<file path="config.mk">
export PLATFORM = sky130hd
export DESIGN_NAME = tga_truecolor_decoder
export DESIGN_NICKNAME = d
export VERILOG_FILES = /design/src/tgad_pkg.sv /design/src/tgad_front.sv /design/src/tgad_fifo.sv /design/src/tgad_back.sv /design/src/tga_truecolor_decoder.sv
export SDC_FILE = /design/constraint.sdc
export NUM_CORES = 1
export LEC_CHECK = 0
export CAP_MARGIN = 10
export CELL_PAD_IN_SITES_DETAIL_PLACEMENT = 0
export CELL_PAD_IN_SITES_GLOBAL_PLACEMENT = 1
export CORE_MARGIN = 1.5
export CORE_UTILIZATION = 46
export CTS_CLUSTER_DIAMETER = 80
export CTS_CLUSTER_SIZE = 28
export DETAILED_ROUTE_END_ITERATION = 16
export DONT_BUFFER_PORTS = 1
export PLACE_DENSITY = 0.81
export SYNTH_ARGS = -nofsm -noshare
export SYNTH_HDL_FRONTEND = slang
export SYNTH_HIERARCHICAL = 1
export SYNTH_SLANG_ARGS = --single-unit
</file>
<file path="constraint.sdc">
create_clock -name i_clk -period 14.2 [get_ports i_clk]
set_input_delay 0.71 -clock i_clk [delete_from_list [all_inputs] [get_ports i_clk]]
set_output_delay 0.71 -clock i_clk [all_outputs]
set_load 0.1 [all_outputs]
</file>
<file path="src/tgad_pkg.sv">
// shared types and constants for the tga truecolor decoder
package tgad_pkg;

    localparam int QUEUE_DEPTH = 4;
    localparam int OFFSET_W    = 34;

    localparam logic [4:0]  HEADER_LAST          = 5'd17;
    localparam logic [4:0]  HDR_ID_LENGTH        = 5'd0;
    localparam logic [4:0]  HDR_MAP_TYPE         = 5'd1;
    localparam logic [4:0]  HDR_IMAGE_TYPE       = 5'd2;
    localparam logic [4:0]  HDR_WIDTH_LO         = 5'd12;
    localparam logic [4:0]  HDR_WIDTH_HI         = 5'd13;
    localparam logic [4:0]  HDR_HEIGHT_LO        = 5'd14;
    localparam logic [4:0]  HDR_HEIGHT_HI        = 5'd15;
    localparam logic [4:0]  HDR_PIXEL_DEPTH      = 5'd16;
    localparam logic [7:0]  IMAGE_TYPE_TRUECOLOR = 8'd2;
    localparam logic [7:0]  DEPTH_15             = 8'd15;
    localparam logic [7:0]  DEPTH_16             = 8'd16;
    localparam logic [7:0]  DEPTH_24             = 8'd24;
    localparam logic [7:0]  DEPTH_32             = 8'd32;

    localparam logic [15:0] RED_MASK       = 16'h7C00;
    localparam logic [15:0] GREEN_MASK     = 16'h03E0;
    localparam logic [15:0] BLUE_MASK      = 16'h001F;
    localparam logic [15:0] ALPHA_BIT_MASK = 16'h8000;
    localparam logic [7:0]  ALPHA_OPAQUE   = 8'hFF;
    localparam logic [OFFSET_W-1:0] PIXEL_STEP = OFFSET_W'(4);

    typedef enum logic [1:0] {
        KIND_PIXEL = 2'd0,
        KIND_MAP   = 2'd1,
        KIND_TYPE  = 2'd2,
        KIND_DEPTH = 2'd3
    } t_kind;

    typedef enum logic [1:0] {
        FMT_15,
        FMT_16,
        FMT_24,
        FMT_32
    } t_fmt;

    // one classified pixel or error, handed from front to back
    typedef struct packed {
        t_kind               kind;
        t_fmt                fmt;
        logic [23:0]         hold;
        logic [7:0]          tail;
        logic [15:0]         column;
        logic [15:0]         row;
        logic [OFFSET_W-1:0] offset;
        logic                last;
    } t_job;

endpackage

</file>
<file path="src/tgad_front.sv">
// header parser and pixel assembler: turns file bytes into pixel or error jobs
module tgad_front (
    input  logic          i_clk,
    input  logic          i_rst_n,
    input  logic          i_accept,
    input  logic [7:0]    i_file_byte,
    input  logic          i_first_byte,
    output logic          o_job_valid,
    output tgad_pkg::t_job o_job
);
    import tgad_pkg::*;

    typedef enum logic [1:0] {PH_HEADER, PH_SKIP, PH_PIXEL, PH_DONE} t_phase;

    t_phase              r_phase, c_phase, n_phase;
    logic [4:0]          r_hdr_cnt, c_hdr_cnt, n_hdr_cnt;
    logic [7:0]          r_id_len, c_id_len, n_id_len;
    logic [7:0]          r_map_type, c_map_type, n_map_type;
    logic [7:0]          r_img_type, c_img_type, n_img_type;
    logic [15:0]         r_width, c_width, n_width;
    logic [15:0]         r_height, c_height, n_height;
    logic [7:0]          r_depth, c_depth, n_depth;
    logic [7:0]          r_skip, c_skip, n_skip;
    logic [1:0]          r_bidx, c_bidx, n_bidx;
    logic [23:0]         r_hold, c_hold, n_hold;
    logic [15:0]         r_col, c_col, n_col;
    logic [15:0]         r_row, c_row, n_row;
    logic [OFFSET_W-1:0] r_off, c_off, n_off;

    logic        fmt_ok;
    t_fmt        fmt;
    logic [2:0]  bpp;
    logic        do_start;
    logic        is_last;
    logic [16:0] col_next;
    logic [16:0] row_next;

    // a first-byte mark restarts from the cleared state
    always_comb begin
        c_phase    = i_first_byte ? PH_HEADER : r_phase;
        c_hdr_cnt  = i_first_byte ? '0 : r_hdr_cnt;
        c_id_len   = i_first_byte ? '0 : r_id_len;
        c_map_type = i_first_byte ? '0 : r_map_type;
        c_img_type = i_first_byte ? '0 : r_img_type;
        c_width    = i_first_byte ? '0 : r_width;
        c_height   = i_first_byte ? '0 : r_height;
        c_depth    = i_first_byte ? '0 : r_depth;
        c_skip     = i_first_byte ? '0 : r_skip;
        c_bidx     = i_first_byte ? '0 : r_bidx;
        c_hold     = i_first_byte ? '0 : r_hold;
        c_col      = i_first_byte ? '0 : r_col;
        c_row      = i_first_byte ? '0 : r_row;
        c_off      = i_first_byte ? '0 : r_off;
    end

    always_comb begin
        fmt_ok = 1'b1;
        fmt    = FMT_24;
        bpp    = 3'd3;
        if (c_depth == DEPTH_15) begin
            fmt = FMT_15;
            bpp = 3'd2;
        end else if (c_depth == DEPTH_16) begin
            fmt = FMT_16;
            bpp = 3'd2;
        end else if (c_depth == DEPTH_24) begin
            fmt = FMT_24;
            bpp = 3'd3;
        end else if (c_depth == DEPTH_32) begin
            fmt = FMT_32;
            bpp = 3'd4;
        end else begin
            fmt_ok = 1'b0;
        end
    end

    assign col_next = {1'b0, c_col} + 17'd1;
    assign row_next = {1'b0, c_row} + 17'd1;
    assign is_last  = (col_next == {1'b0, c_width}) && (row_next == {1'b0, c_height});

    always_comb begin
        n_phase    = c_phase;
        n_hdr_cnt  = c_hdr_cnt;
        n_id_len   = c_id_len;
        n_map_type = c_map_type;
        n_img_type = c_img_type;
        n_width    = c_width;
        n_height   = c_height;
        n_depth    = c_depth;
        n_skip     = c_skip;
        n_bidx     = c_bidx;
        n_hold     = c_hold;
        n_col      = c_col;
        n_row      = c_row;
        n_off      = c_off;
        do_start   = 1'b0;
        o_job_valid = 1'b0;
        o_job       = '0;

        case (c_phase)
            PH_HEADER: begin
                case (c_hdr_cnt)
                    HDR_ID_LENGTH:   n_id_len        = i_file_byte;
                    HDR_MAP_TYPE:    n_map_type      = i_file_byte;
                    HDR_IMAGE_TYPE:  n_img_type      = i_file_byte;
                    HDR_WIDTH_LO:    n_width[7:0]    = i_file_byte;
                    HDR_WIDTH_HI:    n_width[15:8]   = i_file_byte;
                    HDR_HEIGHT_LO:   n_height[7:0]   = i_file_byte;
                    HDR_HEIGHT_HI:   n_height[15:8]  = i_file_byte;
                    HDR_PIXEL_DEPTH: n_depth         = i_file_byte;
                    default: ;
                endcase
                if (c_hdr_cnt < HEADER_LAST) begin
                    n_hdr_cnt = c_hdr_cnt + 5'd1;
                end else if (c_map_type != 8'd0 || c_img_type != IMAGE_TYPE_TRUECOLOR
                             || !fmt_ok) begin
                    o_job_valid = 1'b1;
                    o_job.last  = 1'b1;
                    if (c_map_type != 8'd0) begin
                        o_job.kind = KIND_MAP;
                    end else if (c_img_type != IMAGE_TYPE_TRUECOLOR) begin
                        o_job.kind = KIND_TYPE;
                    end else begin
                        o_job.kind = KIND_DEPTH;
                    end
                    n_phase = PH_DONE;
                end else if (c_id_len != 8'd0) begin
                    n_skip  = c_id_len;
                    n_phase = PH_SKIP;
                end else begin
                    do_start = 1'b1;
                end
            end
            PH_SKIP: begin
                n_skip = c_skip - 8'd1;
                if (n_skip == 8'd0) begin
                    do_start = 1'b1;
                end
            end
            PH_PIXEL: begin
                if (!fmt_ok) begin
                    n_phase = PH_DONE;
                end else if ({1'b0, c_bidx} + 3'd1 < bpp) begin
                    case (c_bidx)
                        2'd0:    n_hold[7:0]   = i_file_byte;
                        2'd1:    n_hold[15:8]  = i_file_byte;
                        2'd2:    n_hold[23:16] = i_file_byte;
                        default: ;
                    endcase
                    n_bidx = c_bidx + 2'd1;
                end else begin
                    o_job_valid  = 1'b1;
                    o_job.kind   = KIND_PIXEL;
                    o_job.fmt    = fmt;
                    o_job.hold   = c_hold;
                    o_job.tail   = i_file_byte;
                    o_job.column = c_col;
                    o_job.row    = c_row;
                    o_job.offset = c_off;
                    o_job.last   = is_last;
                    n_bidx = '0;
                    n_hold = '0;
                    n_off  = c_off + PIXEL_STEP;
                    if (col_next >= {1'b0, c_width}) begin
                        n_col = '0;
                        n_row = row_next[15:0];
                    end else begin
                        n_col = col_next[15:0];
                    end
                    if (is_last) begin
                        n_phase = PH_DONE;
                    end
                end
            end
            default: ;
        endcase

        if (do_start) begin
            n_bidx  = '0;
            n_hold  = '0;
            n_col   = '0;
            n_row   = '0;
            n_off   = '0;
            n_phase = (c_width == 16'd0 || c_height == 16'd0) ? PH_DONE : PH_PIXEL;
        end
    end

    always_ff @(posedge i_clk) begin
        if (!i_rst_n) begin
            r_phase    <= PH_HEADER;
            r_hdr_cnt  <= '0;
            r_id_len   <= '0;
            r_map_type <= '0;
            r_img_type <= '0;
            r_width    <= '0;
            r_height   <= '0;
            r_depth    <= '0;
            r_skip     <= '0;
            r_bidx     <= '0;
            r_hold     <= '0;
            r_col      <= '0;
            r_row      <= '0;
            r_off      <= '0;
        end else if (i_accept) begin
            r_phase    <= n_phase;
            r_hdr_cnt  <= n_hdr_cnt;
            r_id_len   <= n_id_len;
            r_map_type <= n_map_type;
            r_img_type <= n_img_type;
            r_width    <= n_width;
            r_height   <= n_height;
            r_depth    <= n_depth;
            r_skip     <= n_skip;
            r_bidx     <= n_bidx;
            r_hold     <= n_hold;
            r_col      <= n_col;
            r_row      <= n_row;
            r_off      <= n_off;
        end
    end

endmodule

</file>
<file path="src/tgad_fifo.sv">
// short job queue between the parser and the pixel formatter
module tgad_fifo #(
    parameter int DEPTH = tgad_pkg::QUEUE_DEPTH
) (
    input  logic           i_clk,
    input  logic           i_rst_n,
    input  logic           i_push,
    input  tgad_pkg::t_job i_data,
    input  logic           i_pop,
    output logic           o_full,
    output logic           o_empty,
    output tgad_pkg::t_job o_data
);
    import tgad_pkg::*;

    localparam int PTR_W = (DEPTH > 1) ? $clog2(DEPTH) : 1;
    localparam int CNT_W = $clog2(DEPTH + 1);

    t_job             r_mem [DEPTH];
    logic [PTR_W-1:0] r_wr_ptr, n_wr_ptr;
    logic [PTR_W-1:0] r_rd_ptr, n_rd_ptr;
    logic [CNT_W-1:0] r_count, n_count;
    logic             do_push, do_pop;

    assign o_full  = (r_count == CNT_W'(DEPTH));
    assign o_empty = (r_count == '0);
    assign o_data  = r_mem[r_rd_ptr];
    assign do_push = i_push && !o_full;
    assign do_pop  = i_pop && !o_empty;

    always_comb begin
        n_wr_ptr = r_wr_ptr;
        n_rd_ptr = r_rd_ptr;
        n_count  = r_count;
        if (do_push) begin
            n_wr_ptr = (r_wr_ptr == PTR_W'(DEPTH - 1)) ? '0 : r_wr_ptr + PTR_W'(1);
        end
        if (do_pop) begin
            n_rd_ptr = (r_rd_ptr == PTR_W'(DEPTH - 1)) ? '0 : r_rd_ptr + PTR_W'(1);
        end
        if (do_push && !do_pop) begin
            n_count = r_count + CNT_W'(1);
        end else if (do_pop && !do_push) begin
            n_count = r_count - CNT_W'(1);
        end
    end

    always_ff @(posedge i_clk) begin
        if (do_push) begin
            r_mem[r_wr_ptr] <= i_data;
        end
    end

    always_ff @(posedge i_clk) begin
        if (!i_rst_n) begin
            r_wr_ptr <= '0;
            r_rd_ptr <= '0;
            r_count  <= '0;
        end else begin
            r_wr_ptr <= n_wr_ptr;
            r_rd_ptr <= n_rd_ptr;
            r_count  <= n_count;
        end
    end

endmodule

</file>
<file path="src/tgad_back.sv">
// pixel formatter: unpacks a job into rgba and holds it in the output register
module tgad_back (
    input  logic           i_clk,
    input  logic           i_rst_n,
    input  logic           i_job_empty,
    input  tgad_pkg::t_job i_job,
    output logic           o_job_pop,
    input  logic           i_pop,
    output logic           o_empty,
    output logic [1:0]     o_kind,
    output logic [7:0]     o_red,
    output logic [7:0]     o_green,
    output logic [7:0]     o_blue,
    output logic [7:0]     o_alpha,
    output logic [15:0]    o_column,
    output logic [15:0]    o_row,
    output logic [tgad_pkg::OFFSET_W-1:0] o_byte_offset,
    output logic           o_last
);
    import tgad_pkg::*;

    logic        r_valid;
    logic [1:0]  r_kind;
    logic [7:0]  r_red, r_green, r_blue, r_alpha;
    logic [15:0] r_column, r_row;
    logic [OFFSET_W-1:0] r_offset;
    logic        r_last;

    logic [7:0]  n_red, n_green, n_blue, n_alpha;
    logic [15:0] packed16;
    logic        load;

    // output register frees when empty or when its beat is taken this cycle
    assign load      = !i_job_empty && (!r_valid || i_pop);
    assign o_job_pop = load;
    assign packed16  = {i_job.tail, i_job.hold[7:0]};

    always_comb begin
        n_red   = '0;
        n_green = '0;
        n_blue  = '0;
        n_alpha = '0;
        if (i_job.kind == KIND_PIXEL) begin
            case (i_job.fmt)
                FMT_15, FMT_16: begin
                    n_red   = 8'((packed16 & RED_MASK) >> 10);
                    n_green = 8'((packed16 & GREEN_MASK) >> 5);
                    n_blue  = 8'(packed16 & BLUE_MASK);
                    if (i_job.fmt == FMT_16) begin
                        n_alpha = ((packed16 & ALPHA_BIT_MASK) != 16'd0) ? ALPHA_OPAQUE : 8'd0;
                    end else begin
                        n_alpha = ALPHA_OPAQUE;
                    end
                end
                FMT_24: begin
                    n_red   = i_job.hold[7:0];
                    n_green = i_job.hold[15:8];
                    n_blue  = i_job.tail;
                    n_alpha = ALPHA_OPAQUE;
                end
                FMT_32: begin
                    n_red   = i_job.hold[7:0];
                    n_green = i_job.hold[15:8];
                    n_blue  = i_job.hold[23:16];
                    n_alpha = i_job.tail;
                end
                default: ;
            endcase
        end
    end

    always_ff @(posedge i_clk) begin
        if (!i_rst_n) begin
            r_valid <= 1'b0;
        end else if (load) begin
            r_valid <= 1'b1;
        end else if (i_pop) begin
            r_valid <= 1'b0;
        end
    end

    always_ff @(posedge i_clk) begin
        if (load) begin
            r_kind   <= i_job.kind;
            r_red    <= n_red;
            r_green  <= n_green;
            r_blue   <= n_blue;
            r_alpha  <= n_alpha;
            r_column <= (i_job.kind == KIND_PIXEL) ? i_job.column : 16'd0;
            r_row    <= (i_job.kind == KIND_PIXEL) ? i_job.row : 16'd0;
            r_offset <= (i_job.kind == KIND_PIXEL) ? i_job.offset : '0;
            r_last   <= i_job.last;
        end
    end

    assign o_empty       = !r_valid;
    assign o_kind        = r_kind;
    assign o_red         = r_red;
    assign o_green       = r_green;
    assign o_blue        = r_blue;
    assign o_alpha       = r_alpha;
    assign o_column      = r_column;
    assign o_row         = r_row;
    assign o_byte_offset = r_offset;
    assign o_last        = r_last;

endmodule

</file>
<file path="src/tga_truecolor_decoder.sv">
// top level of the tga truecolor decoder: parser, job queue and pixel formatter
// throughput: one file byte per cycle until a stalled result side fills the job queue
// a result's job enters the queue at the edge that takes its last byte and moves into
// the output register once that register is empty or its beat is being popped
// reset: synchronous active-low reset clears the parse state, the queue and the output
// register's valid flag; the first byte after reset is taken as header byte 0
module tga_truecolor_decoder #(
    parameter int QUEUE_DEPTH = tgad_pkg::QUEUE_DEPTH
) (
    input  logic        i_clk,
    input  logic        i_rst_n,
    input  logic        push,
    output logic        full,
    input  logic [7:0]  i_file_byte,
    input  logic        i_first_byte,
    output logic        empty,
    input  logic        pop,
    output logic [1:0]  o_kind,
    output logic [7:0]  o_red,
    output logic [7:0]  o_green,
    output logic [7:0]  o_blue,
    output logic [7:0]  o_alpha,
    output logic [15:0] o_column,
    output logic [15:0] o_row,
    output logic [tgad_pkg::OFFSET_W-1:0] o_byte_offset,
    output logic        o_last
);
    import tgad_pkg::*;

    logic accept;
    logic job_valid;
    t_job front_job;
    t_job queue_job;
    logic queue_full;
    logic queue_empty;
    logic queue_pop;

    assign full   = queue_full;
    assign accept = push && !queue_full;

    tgad_front u_front (
        .i_clk        (i_clk),
        .i_rst_n      (i_rst_n),
        .i_accept     (accept),
        .i_file_byte  (i_file_byte),
        .i_first_byte (i_first_byte),
        .o_job_valid  (job_valid),
        .o_job        (front_job)
    );

    tgad_fifo #(
        .DEPTH (QUEUE_DEPTH)
    ) u_fifo (
        .i_clk   (i_clk),
        .i_rst_n (i_rst_n),
        .i_push  (accept && job_valid),
        .i_data  (front_job),
        .i_pop   (queue_pop),
        .o_full  (queue_full),
        .o_empty (queue_empty),
        .o_data  (queue_job)
    );

    tgad_back u_back (
        .i_clk         (i_clk),
        .i_rst_n       (i_rst_n),
        .i_job_empty   (queue_empty),
        .i_job         (queue_job),
        .o_job_pop     (queue_pop),
        .i_pop         (pop),
        .o_empty       (empty),
        .o_kind        (o_kind),
        .o_red         (o_red),
        .o_green       (o_green),
        .o_blue        (o_blue),
        .o_alpha       (o_alpha),
        .o_column      (o_column),
        .o_row         (o_row),
        .o_byte_offset (o_byte_offset),
        .o_last        (o_last)
    );

endmodule

</file>
==> results.json <==
{
  "ios": 116,
  "p_sw_w": 0.0008020,
  "drt_iter0_drc": 1811,
  "drv_slew": 0,
  "track_usage": 0.1969,
  "cts_tree": "yes",
  "min_path_type": "in -> reg",
  "drive_above_1_share": 0.1026,
  "maxCapViolCount": 0,
  "synth_area_sq_mm": 0.02975,
  "synth_top_area_frac": 0.5178,
  "maxSlewHeadroom": 0.1307,
  "coreArea_sq_mm": 0.06423,
  "clkPwrFrac": 0.328,
  "nNetsFinal": 2116,
  "synth_top_family_by_area": "simple AND/OR/NAND/NOR gates",
  "syn_nets": 2194,
  "synth_most_common_cell": "edfxtp_1",
  "fmax_mhz": 187.7,
  "cp_max_fo": 89,
  "synth_warnings": 6,
  "syn_to_final_growth_pct": 5.543,
  "clk_latency_ns": 0.59,
  "die_height_um": 257.3,
  "cts.path.max_buffers": 3,
  "grt_pass1_vias": 17149,
  "grt_max_degree": 90,
  "clkSinkCount": 694,
  "antenna_found_initial": 3,
  "via_per_inst": 5.941,
  "peakVddDrop_mv": 0.07554,
  "synthTopCellsByArea": "edfxtp_1 (52%), dfxtp_1 (12%), mux4_2 (7.8%), and2_1 (3.4%), nor2_1 (2.1%)",
  "vias": 17479,
  "critPathLaunchType": "input pin",
  "post_cts_buffers": 0,
  "skew_ns": 0.02496,
  "cts_resized": 0,
  "place_inst": 2882,
  "cp-end-kind": "flip-flop",
  "die_area_sq_mm": 0.06621,
  "htree_levels": 2,
  "power_density_mw_per_mm2": 111.3,
  "die_w_um": 257.3,
  "rsz0062_at_grt": "no",
  "synthTopCellsByCount": "edfxtp_1 (513), dfxtp_1 (181), nor2_1 (168), and2_1 (160), nand2_1 (118)",
  "stdcell_count": 2942,
  "critPathKind": "in -> reg",
  "synth_compound_gate_area_share": 0.08756,
  "power.share.switching": 0.2295,
  "clock-root-buffer": "clkbuf_16",
  "tightest_slew_ns": 1.299,
  "ctsHoldBuffers": 0,
  "cp.arrival_ns": 5.53,
  "ys.flop_type": "edfxtp_1",
  "async_reset_ff_frac": 0,
  "status": "complete, no violations",
  "synth_cell_types": 88,
  "required_ns": 14.40,
  "yosys.area_share.simple": 0.1239,
  "period_needed_ns": 5.327,
  "synthMuxAreaShare": 0.08853,
  "setup_tns_ns": 0,
  "dp_hpwl_um": 42250,
  "drc_errors": 0,
  "hold_viol": 0,
  "grt_pass1_wl_um": 102000,
  "synth_fa_ha_area_frac": 0.01707,
  "p_seq_frac": 0.646,
  "initial_core_util": 0.4632,
  "place.gp.congestion": 0.8682,
  "clk_pin_slew_ns": 0.10,
  "grt_overflow_total": 0,
  "synthCells": 2141,
  "yosys.area_share.xor_xnor": 0.01472,
  "p_comb_frac": 0.026,
  "synth_edf_count": 513,
  "rows": 93,
  "yosysSeqAreaShare": 0.6396,
  "cts_buffers": 34,
  "io_buffers": 0,
  "syn_area_per_cell_sq_um": 13.90,
  "avgRoutedWirePerCell_um": 22.38,
  "ant_nets": 0,
  "synth_top_area_cell": "edfxtp_1",
  "synth_seq_cells": 694,
  "setup_viol": 0,
  "first_pass_iters": 6,
  "cellLeakagePower_nw": 10.05,
  "period_share": 0.3751,
  "p_int_w": 0.002693,
  "wl_um": 65840
}
-- power by group through the flow --
stage / Sequential, W / Combinational, W / Clock (W)
floorplan: 0.00230 / 0.0000729 / 0
global placement: 0.00230 / 0.0000872 / 0
detailed placement: 0.00230 / 0.0000893 / 0
CTS: 0.00226 / 0.0000898 / 0.00118
global route: 0.00226 / 0.0000985 / 0.00125
finish: 0.00226 / 0.0000906 / 0.00115
-- critical path, stage by stage --
cell	delay, ns
inv_1	0.39
buf_4	0.53
nand2_1	0.21
ha_1	0.34
ha_1	0.27
o21ai_0	0.20
o21bai_1	0.38
o21ai_2	0.09
nand2_1	0.15
and3b_1	0.16
nor2b_1	0.47
and2_4	0.74
buf_4	0.79
-- layout by cell type (no fill, tap or decap), types with 10 or more instances in the layout --
| cell type | instances |
|---|---|
| a21o_1 | 16 |
| a21oi_1 | 43 |
| a22o_1 | 42 |
| a22oi_1 | 69 |
| a31oi_1 | 23 |
| and2_1 | 156 |
| and3_1 | 19 |
| buf_4 | 19 |
| clkbuf_1 | 10 |
| clkbuf_16 | 35 |
| dfxtp_1 | 179 |
| edfxtp_1 | 513 |
| ha_1 | 39 |
| inv_1 | 34 |
| mux2i_1 | 28 |
| mux4_2 | 103 |
| nand2_1 | 118 |
| nand3_1 | 54 |
| nand4_1 | 26 |
| nor2_1 | 168 |
| nor2b_1 | 20 |
| nor3_1 | 34 |
| nor4_1 | 24 |
| o211ai_1 | 10 |
| o21ai_0 | 50 |
| or3_1 | 11 |
| or4_1 | 10 |
| xnor2_1 | 32 |
| xor2_1 | 18 |
-- metal layers --
| layer | track usage | wire (um) |
|---|---|---|
| met1 | 0.2768 | 29190 |
| met2 | 0.3185 | 31470 |
| met3 | 0.03004 | 3648 |
| met4 | 0.05653 | 1520 |
| met5 | 0 | 17 |
-- cell families after synthesis --
logic type | Yosys count
compound gates | 354
mux | 134
flops | 694
buf+inv | 169
xor+xnor | 50
simple gates | 700
fa+ha+maj | 40
-- area by class of cell --
type | instances | area [sq um]
Fill cell | 5447 | 32830
Sequential cell | 694 | 19040
Multi-Input combinational cell | 1278 | 9903
Tap cell | 855 | 1070
Clock buffer | 45 | 913.4
Clock inverter | 14 | 173.9
Timing Repair Buffer | 20 | 170.2
Inverter | 35 | 131.4
Antenna cell | 1 | 2.502
-- registers in the layout, indices dropped and copies added (netlist names), 3 cells and up, named ones only --
register and flops:
u_back/o_alpha 8, u_back/o_blue 8, u_back/o_byte_offset 34, u_back/o_column 16, u_back/o_green 8, u_back/o_red 8
u_back/o_row 16, u_fifo/r_count 3, u_fifo/r_mem 412, u_front/r_col 16, u_front/r_depth 8, u_front/r_hdr_cnt 5
u_front/r_height 16, u_front/r_hold 24, u_front/r_id_len 8, u_front/r_img_type 8, u_front/r_map_type 8, u_front/r_off 34
u_front/r_row 16, u_front/r_skip 8, u_front/r_width 16
-- final timing paths --
path,from,endpoint,slack [ns],cells after the start
setup / recovery,i_first_byte,u_fifo/r_mem[0][61]$_DFFE_PP_,8.87,13
hold / removal,i_file_byte[3],u_front/r_hold[19]$_SDFFE_PN0P_,0.26,1
setup reg to reg,u_front/r_depth[0]$_SDFFE_PN0P_,u_fifo/r_mem[0][61]$_DFFE_PP_,9.25,13
hold reg to reg,u_front/r_off[1]$_SDFFE_PN0P_,u_front/r_off[1]$_SDFFE_PN0P_,0.46,1
-- stage by stage --
stage	utilization	setup slack (ns)	total power [W]	hold WS [ns]	instance area, sq um
after floorplan	-	6.737	0.002372	0.4209	29750
after global placement	0.4719	8.429	0.002390	0.4360	30310
after detailed placement	0.4719	8.297	0.002392	0.4385	30310
after CTS	0.4888	8.898	0.003527	0.2311	31400
after global routing	0.4888	8.435	0.003607	0.2257	31400
final	0.4889	8.873	0.003495	0.2639	31400
Power figures use the tool's default switching activity.
